[src/sv/qrs_pkg.sv]
// qrs_pkg: shared widths, types and constants of the quadratic root solver
// no dependencies; imported by every qrs module
`timescale 1ns / 1ps
`default_nettype none
package qrs_pkg;
    localparam int CoefW  = 16;
    localparam int DiscW  = 34;   // b*b - 4*a*c, signed, |D| < 2^33
    localparam int SqrtW  = 17;   // floor root of a value below 2^33
    localparam int NumW   = 19;   // -b +/- s, signed
    localparam int DivW   = 35;   // |n| * 2^16, magnitude below 2^35
    localparam int DenW   = 17;   // |2a|
    localparam int RootW  = 40;

    localparam logic [1:0] CntNone   = 2'd0;
    localparam logic [1:0] CntDouble = 2'd1;
    localparam logic [1:0] CntTwo    = 2'd2;

    // item flags carried beside the data through the pipeline
    typedef struct packed {
        logic       bad;
        logic [1:0] cnt;
    } t_flags;

    // flags, a and b travelling beside the radicand
    localparam int SideW = 2*CoefW + $bits(t_flags);
endpackage
`default_nettype wire

[src/sv/qrs_sqrt.sv]
// qrs_sqrt: pipelined floor square root, one result bit per stage
// depends on qrs_pkg; carries side payload beside the radicand
`timescale 1ns / 1ps
`default_nettype none
module qrs_sqrt (
    input  wire logic                          i_clk,
    input  wire logic                          i_rst_n,
    input  wire logic                          i_en,
    input  wire logic                          i_vld,
    input  wire logic [qrs_pkg::DiscW-2:0]     i_rad,
    input  wire logic [qrs_pkg::SideW-1:0]     i_side,
    output logic                               o_vld,
    output logic [qrs_pkg::SqrtW-1:0]          o_root,
    output logic [qrs_pkg::SideW-1:0]          o_side
);
    import qrs_pkg::*;

    localparam int RadW = DiscW - 1;
    localparam int SW   = SideW;
    logic [RadW-1:0]  r_rem  [SqrtW+1];
    logic [SqrtW-1:0] r_res  [SqrtW+1];
    logic [SW-1:0]    r_side [SqrtW+1];
    logic             r_vld  [SqrtW+1];

    always_comb begin
        r_rem[0]  = i_rad;
        r_res[0]  = '0;
        r_side[0] = i_side;
        r_vld[0]  = i_vld;
    end

    // stage k decides result bit SqrtW-1-k: trial = res << (bit position + 1) | 1 << (2 * bit position)
    for (genvar k = 0; k < SqrtW; k++) begin : g_stage
        localparam int Bp = SqrtW - 1 - k;
        logic [RadW+1:0]  n_trial;
        logic [RadW-1:0]  n_rem;
        logic [SqrtW-1:0] n_res;
        logic [RadW-1:0]  r_rem_q;
        logic [SqrtW-1:0] r_res_q;
        logic [SW-1:0]    r_side_q;
        logic             r_vld_q;
        always_comb begin
            n_trial = ({{(RadW+2-SqrtW){1'b0}}, r_res[k]} << (Bp + 1))
                    | ((RadW+2)'(1) << (2*Bp));
            n_rem = r_rem[k];
            n_res = r_res[k];
            if ({2'b00, r_rem[k]} >= n_trial) begin
                n_rem = r_rem[k] - n_trial[RadW-1:0];
                n_res = r_res[k] | (SqrtW'(1) << Bp);
            end
        end
        always_ff @(posedge i_clk) begin
            if (!i_rst_n) begin
                r_vld_q <= 1'b0;
            end else if (i_en) begin
                r_vld_q <= r_vld[k];
            end
            if (i_en) begin
                r_rem_q  <= n_rem;
                r_res_q  <= n_res;
                r_side_q <= r_side[k];
            end
        end
        always_comb begin
            r_rem[k+1]  = r_rem_q;
            r_res[k+1]  = r_res_q;
            r_side[k+1] = r_side_q;
            r_vld[k+1]  = r_vld_q;
        end
    end

    assign o_vld  = r_vld[SqrtW];
    assign o_root = r_res[SqrtW];
    assign o_side = r_side[SqrtW];
endmodule
`default_nettype wire

[config.mk]
export PLATFORM = sky130hd
export DESIGN_NAME = qrs_sqrt
export DESIGN_NICKNAME = d
export VERILOG_FILES = /design/src/sv/qrs_pkg.sv /design/src/sv/qrs_sqrt.sv
export SDC_FILE = /design/constraint.sdc
export NUM_CORES = 1
export LEC_CHECK = 0
export BUFFER_PORTS_ARGS = -buffer_cell sky130_fd_sc_hd__buf_2
export CORE_MARGIN = 4
export CORE_UTILIZATION = 50
export DETAILED_ROUTE_END_ITERATION = 12
export PLACE_DENSITY = 0.66
export SLEW_MARGIN = 10
export SYNTH_ARGS = -nofsm -noshare
export SYNTH_HDL_FRONTEND = slang
export SYNTH_SLANG_ARGS = --single-unit
[constraint.sdc]
create_clock -name i_clk -period 6.5 [get_ports i_clk]
set_clock_uncertainty 0.15 [all_clocks]
set_input_delay 0.325 -clock i_clk [delete_from_list [all_inputs] [get_ports i_clk]]
set_output_delay 0.325 -clock i_clk [all_outputs]
set_load 0.01 [all_outputs]
==> impl_metrics.xml, run 1 <==
<?xml version="1.0" encoding="UTF-8"?>
<metrics>
  <group name="grt">
    <metric name="grt_pass1_vias" unit="">26500</metric>
    <metric name="maximum_number_of_pins_on_one_net_before_global_route_repair" unit="">205</metric>
    <metric name="overall_global_routing_usage" unit="%">16.4</metric>
    <metric name="grt_first_pass_wirelength" unit="mm">139</metric>
    <metric name="globalRoute.totalOverflow" unit="">0</metric>
    <metric name="grt_antenna_before_repair" unit="">1</metric>
  </group>
  <group name="synthesis">
    <metric name="postSynth.topFlopCell" unit="">sky130_fd_sc_hd__edfxtp_1</metric>
    <metric name="ys_seq_area_share" unit="%">76.4</metric>
    <metric name="postSynthAreaPerCell" unit="um^2">16.3</metric>
    <metric name="synth.area.mux_share" unit="%">0.650</metric>
    <metric name="synth_warnings" unit="">0</metric>
    <metric name="synth_top_family_by_area" unit="">simple AND/OR/NAND/NOR gates</metric>
    <metric name="mappedNetlistArea" unit="um^2">50600</metric>
    <metric name="ys_top_cells_by_area" unit="">sky130_fd_sc_hd__edfxtp_1 (76%), sky130_fd_sc_hd__ha_1 (4.1%), sky130_fd_sc_hd__xor2_1 (2.0%), sky130_fd_sc_hd__inv_1 (1.6%), sky130_fd_sc_hd__o21ai_0 (1.5%)</metric>
    <metric name="synth_compound_gate_area_share" unit="%">6.08</metric>
    <metric name="synth_largest_area_cell" unit="">sky130_fd_sc_hd__edfxtp_1</metric>
    <metric name="synth_fa_ha_area_share" unit="%">4.11</metric>
    <metric name="synthSimpleGateAreaFrac" unit="%">7.28</metric>
    <metric name="synth_unique_cells" unit="">86</metric>
    <metric name="synth_fp_nets" unit="">3351</metric>
    <metric name="synth_cells" unit="">3113</metric>
    <metric name="ys_seq_elements" unit="">1293</metric>
    <metric name="async_flop_share" unit="%">0</metric>
    <metric name="number_of_enable_type_register_cells_in_the_synthesized_netlist" unit="">1276</metric>
    <metric name="synth_top_area_share" unit="%">75.7</metric>
    <metric name="yosys.area_share.xor_xnor" unit="%">3.41</metric>
  </group>
  <group name="worst_setup_path">
    <metric name="cp_num_buf_inv" unit="">1</metric>
    <metric name="arrival" unit="ps">4040</metric>
    <metric name="worstSetupPathType" unit="">reg2reg</metric>
    <metric name="crit_slowest_cell" unit="">sky130_fd_sc_hd__o41ai_2</metric>
    <metric name="worstSetupEndpointType" unit="">register</metric>
    <metric name="worstPathMaxFanout" unit="">17</metric>
    <metric name="crit_path_cell_trace" unit="">ha_1 &gt; nand4_1 &gt; a21oi_1 &gt; o41ai_2 &gt; o31ai_1 &gt; a41oi_2 &gt; buf_4 &gt; a2111oi_0 &gt; a21o_1</metric>
    <metric name="worst_r2r_endpoint" unit="">g_stage[12].r_rem_q[15]$_DFFE_PP_</metric>
    <metric name="reg2regPathDepth" unit="">9</metric>
    <metric name="critPathTopFamily" unit="">compound AO/OA/AOI/OAI gates</metric>
    <metric name="worst_setup_path_start_kind" unit="">register</metric>
    <metric name="critical_path.reg2reg.startpoint" unit="">g_stage[11].r_rem_q[13]$_DFFE_PP_</metric>
    <metric name="timing.critical_path.from" unit="">g_stage[11].r_rem_q[13]$_DFFE_PP_</metric>
    <metric name="critPathMaxStageDelay" unit="ps">650</metric>
    <metric name="worstPathRequired" unit="ps">6800</metric>
    <metric name="regToRegSetupSlack" unit="ps">2760</metric>
  </group>
  <group name="sta">
    <metric name="slew_viol_final" unit="">0</metric>
    <metric name="worst_slew_margin_rel" unit="%">26.6</metric>
    <metric name="finalSetupTns" unit="ps">0</metric>
    <metric name="achievable-frequency" unit="GHz">0.268</metric>
    <metric name="timing_worst_slew_pin_value" unit="ps">1100</metric>
    <metric name="report.final.setup_viol" unit="">0</metric>
    <metric name="rsz0062_at_grt" unit="">false</metric>
    <metric name="hold_viol" unit="">0</metric>
    <metric name="post-route-min-period" unit="ps">3740</metric>
    <metric name="min_period_over_period" unit="%">57.5</metric>
  </group>
  <group name="floorplan">
    <metric name="starting_density_of_the_core" unit="%">50.4</metric>
    <metric name="fp.dieArea" unit="um^2">106000</metric>
    <metric name="chipHeight" unit="um">326</metric>
    <metric name="core_area" unit="um^2">100000</metric>
    <metric name="io_pins" unit="">125</metric>
    <metric name="die-width" unit="um">326</metric>
    <metric name="core.rowCount" unit="">116</metric>
  </group>
  <group name="place">
    <metric name="total_cell_area_at_the_placement_stage" unit="um^2">52900</metric>
    <metric name="global_placer_s_final_weighted_congestion" unit="">0.890</metric>
    <metric name="buffer_ports.inserted" unit="">124</metric>
    <metric name="place_hpwl" unit="mm">57.3</metric>
  </group>
  <group name="clock_tree">
    <metric name="h-tree-depth" unit="">4</metric>
    <metric name="cts.clk_slew.worst_paths" unit="ps">60</metric>
    <metric name="insertion_delay" unit="ps">710</metric>
    <metric name="cts.sink_count" unit="">1293</metric>
    <metric name="tritoncts" unit="">done</metric>
    <metric name="cts-root-buf" unit="">sky130_fd_sc_hd__clkbuf_16</metric>
    <metric name="numCtsBuffers" unit="">132</metric>
    <metric name="cts-root-to-sink-buffers" unit="">3</metric>
  </group>
  <group name="hold_path">
    <metric name="hold_class" unit="">in2reg</metric>
    <metric name="min_to" unit="">g_stage[0].r_side_q[2]$_DFFE_PP_</metric>
    <metric name="hold_start" unit="">i_en</metric>
    <metric name="timing.hold.worst_path_depth" unit="">1</metric>
  </group>
  <group name="drt">
    <metric name="drc" unit="">0</metric>
    <metric name="antenna_left" unit="">0</metric>
    <metric name="avgRoutedWirePerCell" unit="um">17.8</metric>
    <metric name="drt_first_iter_violations" unit="">1878</metric>
    <metric name="routed_via_density" unit="">5.28</metric>
    <metric name="wirelength" unit="mm">86.6</metric>
    <metric name="drtPass1Iterations" unit="">5</metric>
    <metric name="routed-via-count" unit="">25800</metric>
  </group>
  <group name="cells_and_area">
    <metric name="area_growth_syn_to_layout" unit="%">14.2</metric>
    <metric name="num-nets-final" unit="">3655</metric>
    <metric name="stdcell_area" unit="um^2">57800</metric>
    <metric name="diodes" unit="">0</metric>
    <metric name="layout-drive-gt1-share" unit="%">10.4</metric>
  </group>
  <group name="run_status">
    <metric name="status" unit="">finished, final reports clean</metric>
  </group>
  <group name="job">
    <metric name="maxCapViolations" unit="">0</metric>
  </group>
  <group name="power_and_ir_drop">
    <metric name="finalPower" unit="uW">20100</metric>
    <metric name="vdd.ir_drop.worst" unit="mV">0.257</metric>
    <metric name="pwr_density_cell" unit="nW/um^2">347</metric>
    <metric name="p_leak" unit="uW">0.0209</metric>
  </group>
</metrics>
[cell usage in the layout, fill, tap and decap left out, types with 32 or more instances in the layout]
cell type / netlist / final
sky130_fd_sc_hd__nor4_1: 82 / 82
sky130_fd_sc_hd__ha_1: 166 / 166
sky130_fd_sc_hd__clkbuf_16: 0 / 134
sky130_fd_sc_hd__nor3_1: 72 / 72
sky130_fd_sc_hd__nand4_1: 34 / 34
sky130_fd_sc_hd__nor2_1: 98 / 98
sky130_fd_sc_hd__o21a_1: 36 / 36
sky130_fd_sc_hd__edfxtp_1: 1276 / 1276
sky130_fd_sc_hd__xnor2_1: 84 / 84
sky130_fd_sc_hd__inv_1: 212 / 212
sky130_fd_sc_hd__a21oi_1: 98 / 98
sky130_fd_sc_hd__buf_2: 14 / 123
sky130_fd_sc_hd__a21o_1: 36 / 36
sky130_fd_sc_hd__or3_1: 32 / 32
sky130_fd_sc_hd__nor2b_1: 38 / 38
sky130_fd_sc_hd__xor2_1: 113 / 113
sky130_fd_sc_hd__dlygate4sd3_1: 0 / 71
sky130_fd_sc_hd__nand2_1: 172 / 172
sky130_fd_sc_hd__o21ai_0: 151 / 151
[kinds of logic (layout without fill, tap and decap cells)]
family	count (synthesis)	in the layout
flip-flops	1293	1293
multiplexers	32	32
other	1	1
adder cells (fa/ha/maj)	166	166
AO/OA/AOI/OAI	476	476
AND/OR/NAND/NOR	689	689
buffers and inverters	259	667
XOR/XNOR	197	197
[what timing repair did]
item                                   4_1_cts  5_1_grt
setup endpoints to repair                    0        0
gates resized for setup                      0        0
setup buffers                                0        0
hold buffers                                71        0
endpoints found under the hold margin       85        0
[flip-flops by register name, summed over array words and instances, names as in the netlist]
name	cells
g_stage.r_rem_q	528
o_vld	1
g_stage.r_res_q	136
g_stage.r_side_q	560
o_side	35
g_stage.r_vld_q	16
o_root	17
[power by group]
group          internal, uW  switching [uW]  leakage (uW)
Sequential            10200             485        0.0125
Combinational           939            1320       0.00644
Clock                  4160            2990       0.00203
[final cells by class]
class | instances | area, um^2
clock buffer | 165 | 3510
multi-input combinational | 1561 | 10900
timing repair buffer | 215 | 1560
fill | 7622 | 42500
tap | 1357 | 1700
sequential | 1293 | 38700
clock inverter | 73 | 616
inverter | 214 | 803
[synthesized netlist by cell type (8+ instances only)]
cell                       instances
sky130_fd_sc_hd__nand3b_1          8
sky130_fd_sc_hd__dfxtp_1          17
sky130_fd_sc_hd__a21o_1           36
sky130_fd_sc_hd__o211ai_1         13
sky130_fd_sc_hd__nand2_1         172
sky130_fd_sc_hd__or2_2            11
sky130_fd_sc_hd__nand4_1          34
sky130_fd_sc_hd__o31a_1           10
sky130_fd_sc_hd__a211oi_1         16
sky130_fd_sc_hd__o21ai_0         151
sky130_fd_sc_hd__a31oi_1          13
sky130_fd_sc_hd__nor3_1           72
sky130_fd_sc_hd__nor2b_1          38
sky130_fd_sc_hd__edfxtp_1       1276
sky130_fd_sc_hd__and2_1            9
sky130_fd_sc_hd__inv_1           212
sky130_fd_sc_hd__ha_1            166
sky130_fd_sc_hd__or3_1            32
sky130_fd_sc_hd__nor4b_1          17
sky130_fd_sc_hd__clkbuf_1         20
sky130_fd_sc_hd__and3_1           10
sky130_fd_sc_hd__nand3_1          31
sky130_fd_sc_hd__o31ai_1          25
sky130_fd_sc_hd__nand4b_1          8
sky130_fd_sc_hd__or4_1            17
sky130_fd_sc_hd__mux2i_1          25
sky130_fd_sc_hd__a21oi_1          98
sky130_fd_sc_hd__buf_2            14
sky130_fd_sc_hd__xnor2_1          84
sky130_fd_sc_hd__and4_1            8
sky130_fd_sc_hd__nor4_1           82
sky130_fd_sc_hd__xor2_1          113
sky130_fd_sc_hd__o21a_1           36
sky130_fd_sc_hd__nand2b_1         24
sky130_fd_sc_hd__a21boi_0         12
sky130_fd_sc_hd__nor2_1           98
[stage by stage]
step | setup WS (ps) | utilization [%] | hold slack (ps) | std cells
4_1_cts | 2820 | 57.6 | 59.0 | 4878
6_report | 2760 | 57.6 | 75.1 | 4878
5_1_grt | 2550 | 57.6 | 64.7 | 4878
2_1_floorplan | 3590 | - | 250 | 3113
3_5_place_dp | 2830 | 52.8 | 255 | 4569
3_3_place_gp | 2820 | 52.8 | 250 | 4569
[how the worst max path moves through the flow]
stage,depth (start not counted),slack (ps),end
finish,9,2760,g_stage[12].r_rem_q[15]$_DFFE_PP_
detailed placement,9,2830,g_stage[12].r_rem_q[22]$_DFFE_PP_
global route,9,2550,g_stage[12].r_rem_q[22]$_DFFE_PP_
CTS,9,2820,g_stage[12].r_rem_q[22]$_DFFE_PP_
global placement,9,2820,g_stage[12].r_rem_q[22]$_DFFE_PP_
floorplan,9,3590,g_stage[12].r_rem_q[11]$_DFFE_PP_
[metal layers]
metal  GRT usage, %  part of all wire [%]  up-vias
met1           19.5                    41    12500
met4           6.56                   3.3        0
met3           3.13                   4.0      194
li1               -                     -    12500
met5              0                     0        -
met2           29.4                    52      547
(Power assumes the default switching activity.)
==> run 2: changes to the inputs <==
--- a/config.mk
+++ b/config.mk
@@ -5,6 +5,7 @@
 export SDC_FILE = /design/constraint.sdc
 export NUM_CORES = 1
 export LEC_CHECK = 0
+export ABC_AREA = 1
 export BUFFER_PORTS_ARGS = -buffer_cell sky130_fd_sc_hd__buf_2
 export CORE_MARGIN = 4
 export CORE_UTILIZATION = 50
==> constraint.sdc (replaced) <==
create_clock -name i_clk -period 3.6 [get_ports i_clk]
set_clock_uncertainty 0.15 [all_clocks]
set_input_delay 0.18 -clock i_clk [delete_from_list [all_inputs] [get_ports i_clk]]
set_output_delay 0.18 -clock i_clk [all_outputs]
set_load 0.01 [all_outputs]
==> run 2 against run 1 <==
  * Worst setup slack worse by 2000 ps
  * Count of clock-buffer cells in the layout is 3 lower
  * Power is 95% higher
  * Sequential cell count is the same
  * Via count is 32% higher
  * Worst hold slack lost 33 ps
  * Die area rose by 10%
  * Clock power up 89%
  * Largest power group unchanged
  * Highest routed layer unchanged
==> impl_metrics.xml, run 2 <==
<?xml version="1.0" encoding="UTF-8"?>
<metrics>
  <group name="run_status">
    <metric name="status" unit="">finished, final reports clean</metric>
  </group>
  <group name="sta">
    <metric name="worst_slew_margin_rel" unit="%">42.4</metric>
    <metric name="min_period_over_period" unit="%">77.7</metric>
    <metric name="hold_viol" unit="">0</metric>
    <metric name="achievable-frequency" unit="GHz">0.358</metric>
    <metric name="timing_worst_slew_pin_value" unit="ps">854</metric>
    <metric name="rsz0062_at_grt" unit="">false</metric>
    <metric name="report.final.setup_viol" unit="">0</metric>
    <metric name="finalSetupTns" unit="ps">0</metric>
    <metric name="post-route-min-period" unit="ps">2800</metric>
    <metric name="slew_viol_final" unit="">0</metric>
  </group>
  <group name="worst_setup_path">
    <metric name="crit_slowest_cell" unit="">sky130_fd_sc_hd__nor2_4</metric>
    <metric name="critical_path.reg2reg.startpoint" unit="">g_stage[12].r_res_q[11]$_DFFE_PP_</metric>
    <metric name="crit_path_cell_trace" unit="">inv_1 &gt; ha_1 &gt; nand2_1 &gt; inv_1 &gt; nand2_1 &gt; inv_1 &gt; a21oi_1 &gt; nand2_1 &gt; nand2_1 &gt; inv_1 &gt; nor2_4 &gt; a21oi_1</metric>
    <metric name="critPathMaxStageDelay" unit="ps">490</metric>
    <metric name="worst_setup_path_start_kind" unit="">register</metric>
    <metric name="timing.critical_path.from" unit="">g_stage[12].r_res_q[11]$_DFFE_PP_</metric>
    <metric name="worstPathRequired" unit="ps">3860</metric>
    <metric name="worstSetupPathType" unit="">reg2reg</metric>
    <metric name="worstSetupEndpointType" unit="">register</metric>
    <metric name="worstPathMaxFanout" unit="">22</metric>
    <metric name="arrival" unit="ps">3060</metric>
  </group>
  <group name="drt">
    <metric name="drc" unit="">0</metric>
    <metric name="drt_first_iter_violations" unit="">2071</metric>
    <metric name="routed-via-count" unit="">34000</metric>
    <metric name="drtPass1Iterations" unit="">6</metric>
    <metric name="wirelength" unit="mm">112</metric>
    <metric name="antenna_left" unit="">0</metric>
    <metric name="avgRoutedWirePerCell" unit="um">16.5</metric>
    <metric name="routed_via_density" unit="">4.99</metric>
  </group>
  <group name="synthesis">
    <metric name="mappedNetlistArea" unit="um^2">55900</metric>
    <metric name="synth.area.mux_share" unit="%">0</metric>
    <metric name="synth_top_area_share" unit="%">68.6</metric>
    <metric name="ys_top_cells_by_area" unit="">sky130_fd_sc_hd__edfxtp_1 (69%), sky130_fd_sc_hd__nand2_1 (8.8%), sky130_fd_sc_hd__inv_1 (4.4%), sky130_fd_sc_hd__ha_1 (3.7%), sky130_fd_sc_hd__nor2_1 (2.7%)</metric>
    <metric name="yosys.area_share.xor_xnor" unit="%">1.91</metric>
    <metric name="synth_unique_cells" unit="">56</metric>
    <metric name="synth_fp_nets" unit="">5054</metric>
    <metric name="synth_cells" unit="">4816</metric>
    <metric name="synth_warnings" unit="">0</metric>
    <metric name="postSynth.topFlopCell" unit="">sky130_fd_sc_hd__edfxtp_1</metric>
    <metric name="ys_seq_elements" unit="">1293</metric>
    <metric name="number_of_enable_type_register_cells_in_the_synthesized_netlist" unit="">1276</metric>
    <metric name="synth_top_family_by_area" unit="">simple AND/OR/NAND/NOR gates</metric>
    <metric name="async_flop_share" unit="%">0</metric>
    <metric name="top_cells_by_instance_count_after_synthesis" unit="">sky130_fd_sc_hd__nand2_1 (1312), sky130_fd_sc_hd__edfxtp_1 (1276), sky130_fd_sc_hd__inv_1 (651)</metric>
    <metric name="synth_fa_ha_area_share" unit="%">3.72</metric>
    <metric name="synth_compound_gate_area_share" unit="%">2.95</metric>
    <metric name="yosys.cell_count.top_type" unit="">sky130_fd_sc_hd__nand2_1</metric>
    <metric name="synthSimpleGateAreaFrac" unit="%">17.3</metric>
    <metric name="postSynthAreaPerCell" unit="um^2">11.6</metric>
    <metric name="synth_largest_area_cell" unit="">sky130_fd_sc_hd__edfxtp_1</metric>
    <metric name="ys_seq_area_share" unit="%">69.2</metric>
  </group>
  <group name="clock_tree">
    <metric name="h-tree-depth" unit="">4</metric>
    <metric name="numCtsBuffers" unit="">135</metric>
    <metric name="cts.sink_count" unit="">1293</metric>
    <metric name="cts.clk_slew.worst_paths" unit="ps">60</metric>
    <metric name="insertion_delay" unit="ps">740</metric>
    <metric name="cts-root-to-sink-buffers" unit="">3</metric>
    <metric name="tritoncts" unit="">done</metric>
    <metric name="cts-root-buf" unit="">sky130_fd_sc_hd__clkbuf_16</metric>
  </group>
  <group name="floorplan">
    <metric name="io_pins" unit="">125</metric>
    <metric name="starting_density_of_the_core" unit="%">50.4</metric>
    <metric name="chipHeight" unit="um">342</metric>
    <metric name="core.rowCount" unit="">122</metric>
    <metric name="core_area" unit="um^2">111000</metric>
    <metric name="fp.dieArea" unit="um^2">117000</metric>
    <metric name="die-width" unit="um">342</metric>
  </group>
  <group name="cells_and_area">
    <metric name="nFillCells" unit="">9036</metric>
    <metric name="largest_register_ff_count" unit="">560</metric>
    <metric name="most-common-layout-cells" unit="">sky130_fd_sc_hd__nand2_1 (1312), sky130_fd_sc_hd__edfxtp_1 (1276), sky130_fd_sc_hd__inv_1 (651), sky130_fd_sc_hd__nor2_1 (408), sky130_fd_sc_hd__nand3_1 (271)</metric>
    <metric name="registers.top_by_ff_count" unit="">g_stage.r_side_q</metric>
    <metric name="layout-drive-gt1-share" unit="%">9.15</metric>
    <metric name="num-nets-final" unit="">5449</metric>
    <metric name="area_growth_syn_to_layout" unit="%">14.9</metric>
    <metric name="top_regs" unit="">g_stage.r_side_q (560), g_stage.r_rem_q (528), g_stage.r_res_q (136)</metric>
    <metric name="layout_commonest_cell" unit="">sky130_fd_sc_hd__nand2_1</metric>
    <metric name="diodes" unit="">0</metric>
  </group>
  <group name="job">
    <metric name="maxCapViolations" unit="">0</metric>
  </group>
  <group name="power_and_ir_drop">
    <metric name="vdd.ir_drop.worst" unit="mV">0.441</metric>
    <metric name="p_leak" unit="uW">0.0265</metric>
    <metric name="pwr_density_cell" unit="nW/um^2">610</metric>
    <metric name="finalPower" unit="uW">39200</metric>
  </group>
  <group name="grt">
    <metric name="globalRoute.totalOverflow" unit="">0</metric>
    <metric name="grt_antenna_before_repair" unit="">3</metric>
    <metric name="globalRouteMet2Util" unit="%">33.6</metric>
    <metric name="gr_met1_demand_resource" unit="%">24.8</metric>
    <metric name="grt_pass1_vias" unit="">34200</metric>
    <metric name="groute.layer.met3.usage" unit="%">2.89</metric>
    <metric name="grt_first_pass_wirelength" unit="mm">179</metric>
    <metric name="maximum_number_of_pins_on_one_net_before_global_route_repair" unit="">104</metric>
    <metric name="overall_global_routing_usage" unit="%">19.4</metric>
    <metric name="top_usage_layer" unit="">met2</metric>
  </group>
  <group name="hold_path">
    <metric name="hold_class" unit="">in2reg</metric>
    <metric name="hold_start" unit="">i_side[16]</metric>
  </group>
  <group name="place">
    <metric name="place_hpwl" unit="mm">80.3</metric>
    <metric name="buffer_ports.inserted" unit="">124</metric>
    <metric name="global_placer_s_final_weighted_congestion" unit="">0.894</metric>
  </group>
</metrics>
-- run 2: cell types whose count changed after synthesis, moves of 33 or more --
cell / delta
sky130_fd_sc_hd__o21a_1: -35
sky130_fd_sc_hd__nor2b_1: -38
sky130_fd_sc_hd__nand2_1: +1140
sky130_fd_sc_hd__nand4_1: +42
sky130_fd_sc_hd__nand3_1: +240
sky130_fd_sc_hd__nor2_1: +310
sky130_fd_sc_hd__nor4_1: -49
sky130_fd_sc_hd__inv_1: +439
sky130_fd_sc_hd__o21ai_0: -80
sky130_fd_sc_hd__xnor2_1: -48
sky130_fd_sc_hd__a21oi_2: +33
-- run 2: area by class of cell --
cell class              instances  area, um^2  share of cell area, %
flip-flops and latches       1293       38700                   60.2
clock inverters                85         896                   1.40
clock buffers                 162        3490                   5.43
repair buffers                291        2370                   3.70
well taps                    1488        1860                   2.90
multi-input cells            2828       14400                   22.5
inverters                     662        2490                   3.87
-- run 2: logic make-up after synthesis --
| logic type | after synthesis |
|---|---|
| compound gates | 278 |
| buf+inv | 695 |
| fa+ha+maj | 166 |
| other cells | 1 |
| simple gates | 2261 |
| xor+xnor | 122 |
| flops | 1293 |
-- run 2: what timing repair did --
action                                 in CTS  in global routing
setup buffers                               0                  0
resized for setup                           0                  0
hold buffers                              129                  0
setup endpoints to repair                   0                  0
endpoints found under the hold margin     156                  0
-- run 2: path summary, 6_finish.rpt --
path	endpoint	slack [ps]	depth (start not counted)
min reg2reg	g_stage[10].r_side_q[9]$_DFFE_PP_	260	0
min	g_stage[0].r_side_q[16]$_DFFE_PP_	40	2
max reg2reg	g_stage[13].r_rem_q[28]$_DFFE_PP_	800	12
max	g_stage[13].r_rem_q[28]$_DFFE_PP_	800	12
-- run 2: where the power goes --
part / internal (uW) / switching (uW)
clock network: 7770 / 5780
registers: 18400 / 886
logic: 2170 / 4170
-- run 2: critical path: cells and delay by family, from the launching register on --
kind            cells  cell delay (ps)
compound gates      2              320
buf+inv             4              300
flops               1              470
fa+ha+maj           1              350
simple gates        5              890
-- run 2: metrics by stage --
stage,area (um^2),util (%),hold slack [ps],setup WS (ps),instances
4_1_cts,64200,57.9,4.23,801,6809
3_5_place_dp,58500,52.8,208,827,6433
3_3_place_gp,58500,52.8,206,835,6433
5_1_grt,64200,57.9,13.6,562,6809
6_report,64200,57.9,41.8,803,6809
2_1_floorplan,55900,-,129,1460,4816
-- run 2: routing by layer --
metal,wire [um],share of wire (%),up-vias
met1,48200,43,15900
met2,55500,49,749
li1,-,-,17100
met4,4000,3.6,0
met5,0,0,-
met3,4820,4.3,244
==> run 3: changes to the inputs <==
==> constraint.sdc (replaced) <==
create_clock -name i_clk -period 2.6 [get_ports i_clk]
set_clock_uncertainty 0.15 [all_clocks]
set_input_delay 0.13 -clock i_clk [delete_from_list [all_inputs] [get_ports i_clk]]
set_output_delay 0.13 -clock i_clk [all_outputs]
set_load 0.01 [all_outputs]
==> run 3 against run 2 <==
  * Critical path depth unchanged
  * Critical endpoint is now g_stage[13].r_rem_q[26]$_DFFE_PP_
  * Sequential power is 38% higher
  * Worst hold slack better by 39 ps
  * Cell area grew 1.8%
==> impl_metrics.xml, run 3 (synthesis gave the netlist of run 2 again) <==
<?xml version="1.0" encoding="UTF-8"?>
<metrics>
  <group name="run_status">
    <metric name="status" unit="">finished, final reports clean</metric>
  </group>
  <group name="sta">
    <metric name="min_period_over_period" unit="%">95.2</metric>
    <metric name="post_route_hold_slack" unit="ps">80.7</metric>
    <metric name="hold_viol" unit="">0</metric>
    <metric name="timing_worst_slew_pin_value" unit="ps">568</metric>
    <metric name="worst_slew_margin_rel" unit="%">62.2</metric>
    <metric name="slew_viol_final" unit="">0</metric>
    <metric name="achievable-frequency" unit="GHz">0.404</metric>
    <metric name="report.final.setup_viol" unit="">0</metric>
    <metric name="layout_setup_ws" unit="ps">124</metric>
    <metric name="post-route-min-period" unit="ps">2480</metric>
  </group>
  <group name="worst_setup_path">
    <metric name="worstPathMaxFanout" unit="">11</metric>
    <metric name="critPathMaxStageDelay" unit="ps">460</metric>
    <metric name="worstSetupEndpointType" unit="">register</metric>
    <metric name="crit_path_cell_trace" unit="">ha_1 &gt; nand2_1 &gt; inv_1 &gt; nand2_1 &gt; inv_1 &gt; a21oi_1 &gt; nand2_1 &gt; nand2_1 &gt; inv_1 &gt; nor2_4 &gt; buf_12 &gt; a21oi_1</metric>
    <metric name="worstPathRequired" unit="ps">2910</metric>
    <metric name="critical_path.reg2reg.startpoint" unit="">g_stage[12].r_rem_q[16]$_DFFE_PP_</metric>
    <metric name="reg2regPathDepth" unit="">12</metric>
    <metric name="arrival" unit="ps">2790</metric>
    <metric name="regToRegSetupSlack" unit="ps">120</metric>
    <metric name="worst_r2r_endpoint" unit="">g_stage[13].r_rem_q[26]$_DFFE_PP_</metric>
    <metric name="worstSetupPathType" unit="">reg2reg</metric>
    <metric name="critPathMostFrequentCell" unit="">sky130_fd_sc_hd__nand2_1</metric>
    <metric name="worst_setup_path_start_kind" unit="">register</metric>
    <metric name="crit_slowest_cell" unit="">sky130_fd_sc_hd__edfxtp_1</metric>
  </group>
  <group name="hold_path">
    <metric name="hold_start" unit="">i_side[19]</metric>
    <metric name="min_to" unit="">g_stage[0].r_side_q[19]$_DFFE_PP_</metric>
    <metric name="timing.hold.worst_path_depth" unit="">2</metric>
    <metric name="hold_class" unit="">in2reg</metric>
  </group>
  <group name="clock_tree">
    <metric name="cts-root-to-sink-buffers" unit="">3</metric>
    <metric name="cts.sink_count" unit="">1293</metric>
    <metric name="cts-root-buf" unit="">sky130_fd_sc_hd__clkbuf_16</metric>
    <metric name="numCtsBuffers" unit="">134</metric>
    <metric name="cts.clk_slew.worst_paths" unit="ps">60</metric>
    <metric name="tritoncts" unit="">done</metric>
    <metric name="h-tree-depth" unit="">4</metric>
    <metric name="insertion_delay" unit="ps">730</metric>
  </group>
  <group name="cells_and_area">
    <metric name="top_regs" unit="">g_stage.r_side_q (560), g_stage.r_rem_q (528), g_stage.r_res_q (136)</metric>
    <metric name="layout_commonest_cell" unit="">sky130_fd_sc_hd__nand2_1</metric>
    <metric name="registers.top_by_ff_count" unit="">g_stage.r_side_q</metric>
    <metric name="final_core_utilization" unit="%">59.0</metric>
    <metric name="area_growth_syn_to_layout" unit="%">16.9</metric>
    <metric name="nFillCells" unit="">9028</metric>
    <metric name="num-nets-final" unit="">5555</metric>
    <metric name="most-common-layout-cells" unit="">sky130_fd_sc_hd__nand2_1 (1310), sky130_fd_sc_hd__edfxtp_1 (1276), sky130_fd_sc_hd__inv_1 (651), sky130_fd_sc_hd__nor2_1 (405), sky130_fd_sc_hd__nand3_1 (271)</metric>
    <metric name="layout-drive-gt1-share" unit="%">10.8</metric>
    <metric name="diodes" unit="">0</metric>
    <metric name="largest_register_ff_count" unit="">560</metric>
    <metric name="stdcell_area" unit="um^2">65400</metric>
  </group>
  <group name="power_and_ir_drop">
    <metric name="p_leak" unit="uW">0.0271</metric>
    <metric name="finalPower" unit="uW">54800</metric>
    <metric name="clock_power_share" unit="%">34.7</metric>
    <metric name="combPwrFrac" unit="%">16.6</metric>
    <metric name="pwr_density_cell" unit="nW/um^2">839</metric>
    <metric name="swShare" unit="%">27.1</metric>
    <metric name="p_int" unit="uW">40000</metric>
    <metric name="vdd.ir_drop.worst" unit="mV">0.677</metric>
    <metric name="switching_power" unit="uW">14800</metric>
    <metric name="power.sequential.fraction" unit="%">48.8</metric>
  </group>
  <group name="grt">
    <metric name="grt_pass1_vias" unit="">34100</metric>
    <metric name="overall_global_routing_usage" unit="%">19.5</metric>
    <metric name="globalRoute.totalOverflow" unit="">0</metric>
    <metric name="grt_antenna_before_repair" unit="">3</metric>
    <metric name="maximum_number_of_pins_on_one_net_before_global_route_repair" unit="">108</metric>
    <metric name="grt_first_pass_wirelength" unit="mm">179</metric>
  </group>
  <group name="drt">
    <metric name="wirelength" unit="mm">113</metric>
    <metric name="avgRoutedWirePerCell" unit="um">16.4</metric>
    <metric name="routed-via-count" unit="">34200</metric>
    <metric name="antenna_left" unit="">0</metric>
    <metric name="routed_via_density" unit="">4.95</metric>
    <metric name="drt_first_iter_violations" unit="">2039</metric>
    <metric name="drc" unit="">0</metric>
    <metric name="drtPass1Iterations" unit="">6</metric>
  </group>
  <group name="floorplan">
    <metric name="fp.dieArea" unit="um^2">117000</metric>
    <metric name="die-width" unit="um">342</metric>
    <metric name="starting_density_of_the_core" unit="%">50.4</metric>
    <metric name="core.rowCount" unit="">122</metric>
    <metric name="chipHeight" unit="um">342</metric>
    <metric name="io_pins" unit="">125</metric>
    <metric name="core_area" unit="um^2">111000</metric>
  </group>
  <group name="place">
    <metric name="place_hpwl" unit="mm">82.3</metric>
    <metric name="total_cell_area_at_the_placement_stage" unit="um^2">59400</metric>
    <metric name="global_placer_s_final_weighted_congestion" unit="">0.926</metric>
    <metric name="buffer_ports.inserted" unit="">124</metric>
    <metric name="preCtsSetupSlack" unit="ps">-39.6</metric>
  </group>
  <group name="job">
    <metric name="maxCapViolations" unit="">0</metric>
  </group>
</metrics>
-- run 3: changes by cell type in the layout (fill, tap and decap cells not counted), moves of 5 or more --
| cell | before | now |
|---|---|---|
| sky130_fd_sc_hd__buf_12 | 14 | 30 |
| sky130_fd_sc_hd__buf_4 | 25 | 102 |
| sky130_fd_sc_hd__bufinv_16 | 10 | 15 |
| sky130_fd_sc_hd__clkinv_1 | 29 | 23 |
| sky130_fd_sc_hd__clkinv_2 | 25 | 19 |
| sky130_fd_sc_hd__dlygate4sd3_1 | 129 | 142 |
-- run 3: metrics by stage --
step           instances  setup TNS, ps
3_5_place_dp        6522          -54.4
3_3_place_gp        6522          -73.3
5_1_grt             6909          -1.64
4_1_cts             6905              0
6_report            6909              0
2_1_floorplan       4816              0
-- run 3: layout make-up --
cell class              count  area [um^2]  share of cell area, %
flip-flops and latches   1293        38700                   59.2
multi-input cells        2829        14500                   22.2
clock inverters            75          893                   1.37
inverters                 662         2490                   3.81
well taps                1488         1860                   2.85
clock buffers             165         3530                   5.41
repair buffers            397         3400                   5.21
-- run 3: worst max-delay path: cells and delay by family, from the launching register on --
kind | cells | cell delay [ps]
AOI/OAI and AO/OA | 2 | 220
adders and majority gates | 1 | 410
DFF | 1 | 460
and+or+nand+nor | 5 | 590
buffers and inverters | 4 | 390
-- run 3: routing by layer --
layer | vias up | part of all wire [%] | global-route usage [%]
li1 | 17300 | - | -
met1 | 15900 | 43 | 24.8
met2 | 686 | 49 | 33.7
met3 | 233 | 4.2 | 3.03
met4 | 0 | 3.7 | 7.87
met5 | - | 0 | 0
-- run 3: how the worst max path moves through the flow --
stage / cells after the start / slack, ps / endpoint / startpoint
after floorplan: 9 / 460 / g_stage[6].r_rem_q[25]$_DFFE_PP_ / g_stage[5].r_rem_q[26]$_DFFE_PP_
after global placement: 8 / -70 / g_stage[12].r_rem_q[26]$_DFFE_PP_ / g_stage[11].r_rem_q[17]$_DFFE_PP_
after detailed placement: 9 / -40 / g_stage[12].r_rem_q[26]$_DFFE_PP_ / g_stage[11].r_res_q[12]$_DFFE_PP_
after CTS: 11 / 30 / g_stage[15].r_rem_q[19]$_DFFE_PP_ / g_stage[14].r_rem_q[16]$_DFFE_PP_
after global routing: 6 / -2 / g_stage[7].r_rem_q[29]$_DFFE_PP_ / g_stage[6].r_rem_q[21]$_DFFE_PP_
final: 12 / 120 / g_stage[13].r_rem_q[26]$_DFFE_PP_ / g_stage[12].r_rem_q[16]$_DFFE_PP_
-- run 3: timing repair --
action / in CTS / in global routing
pin swaps: 0 / 2
cloned: 1 / 0
setup endpoints to repair: 17 / 80
gates resized for setup: 2 / 14
hold buffers: 142 / 0
endpoints found under the hold margin: 574 / 0
buffers inserted: 0 / 4
-- run 3: power groups by stage --
stage / clock network [uW] / logic, uW / registers, uW
6_report: 19000 / 9090 / 26700
5_1_grt: 20500 / 10400 / 26900
4_1_cts: 19600 / 9070 / 26700
3_5_place_dp: 0 / 8850 / 27200
3_3_place_gp: 0 / 8770 / 27100
2_1_floorplan: 0 / 6180 / 26600
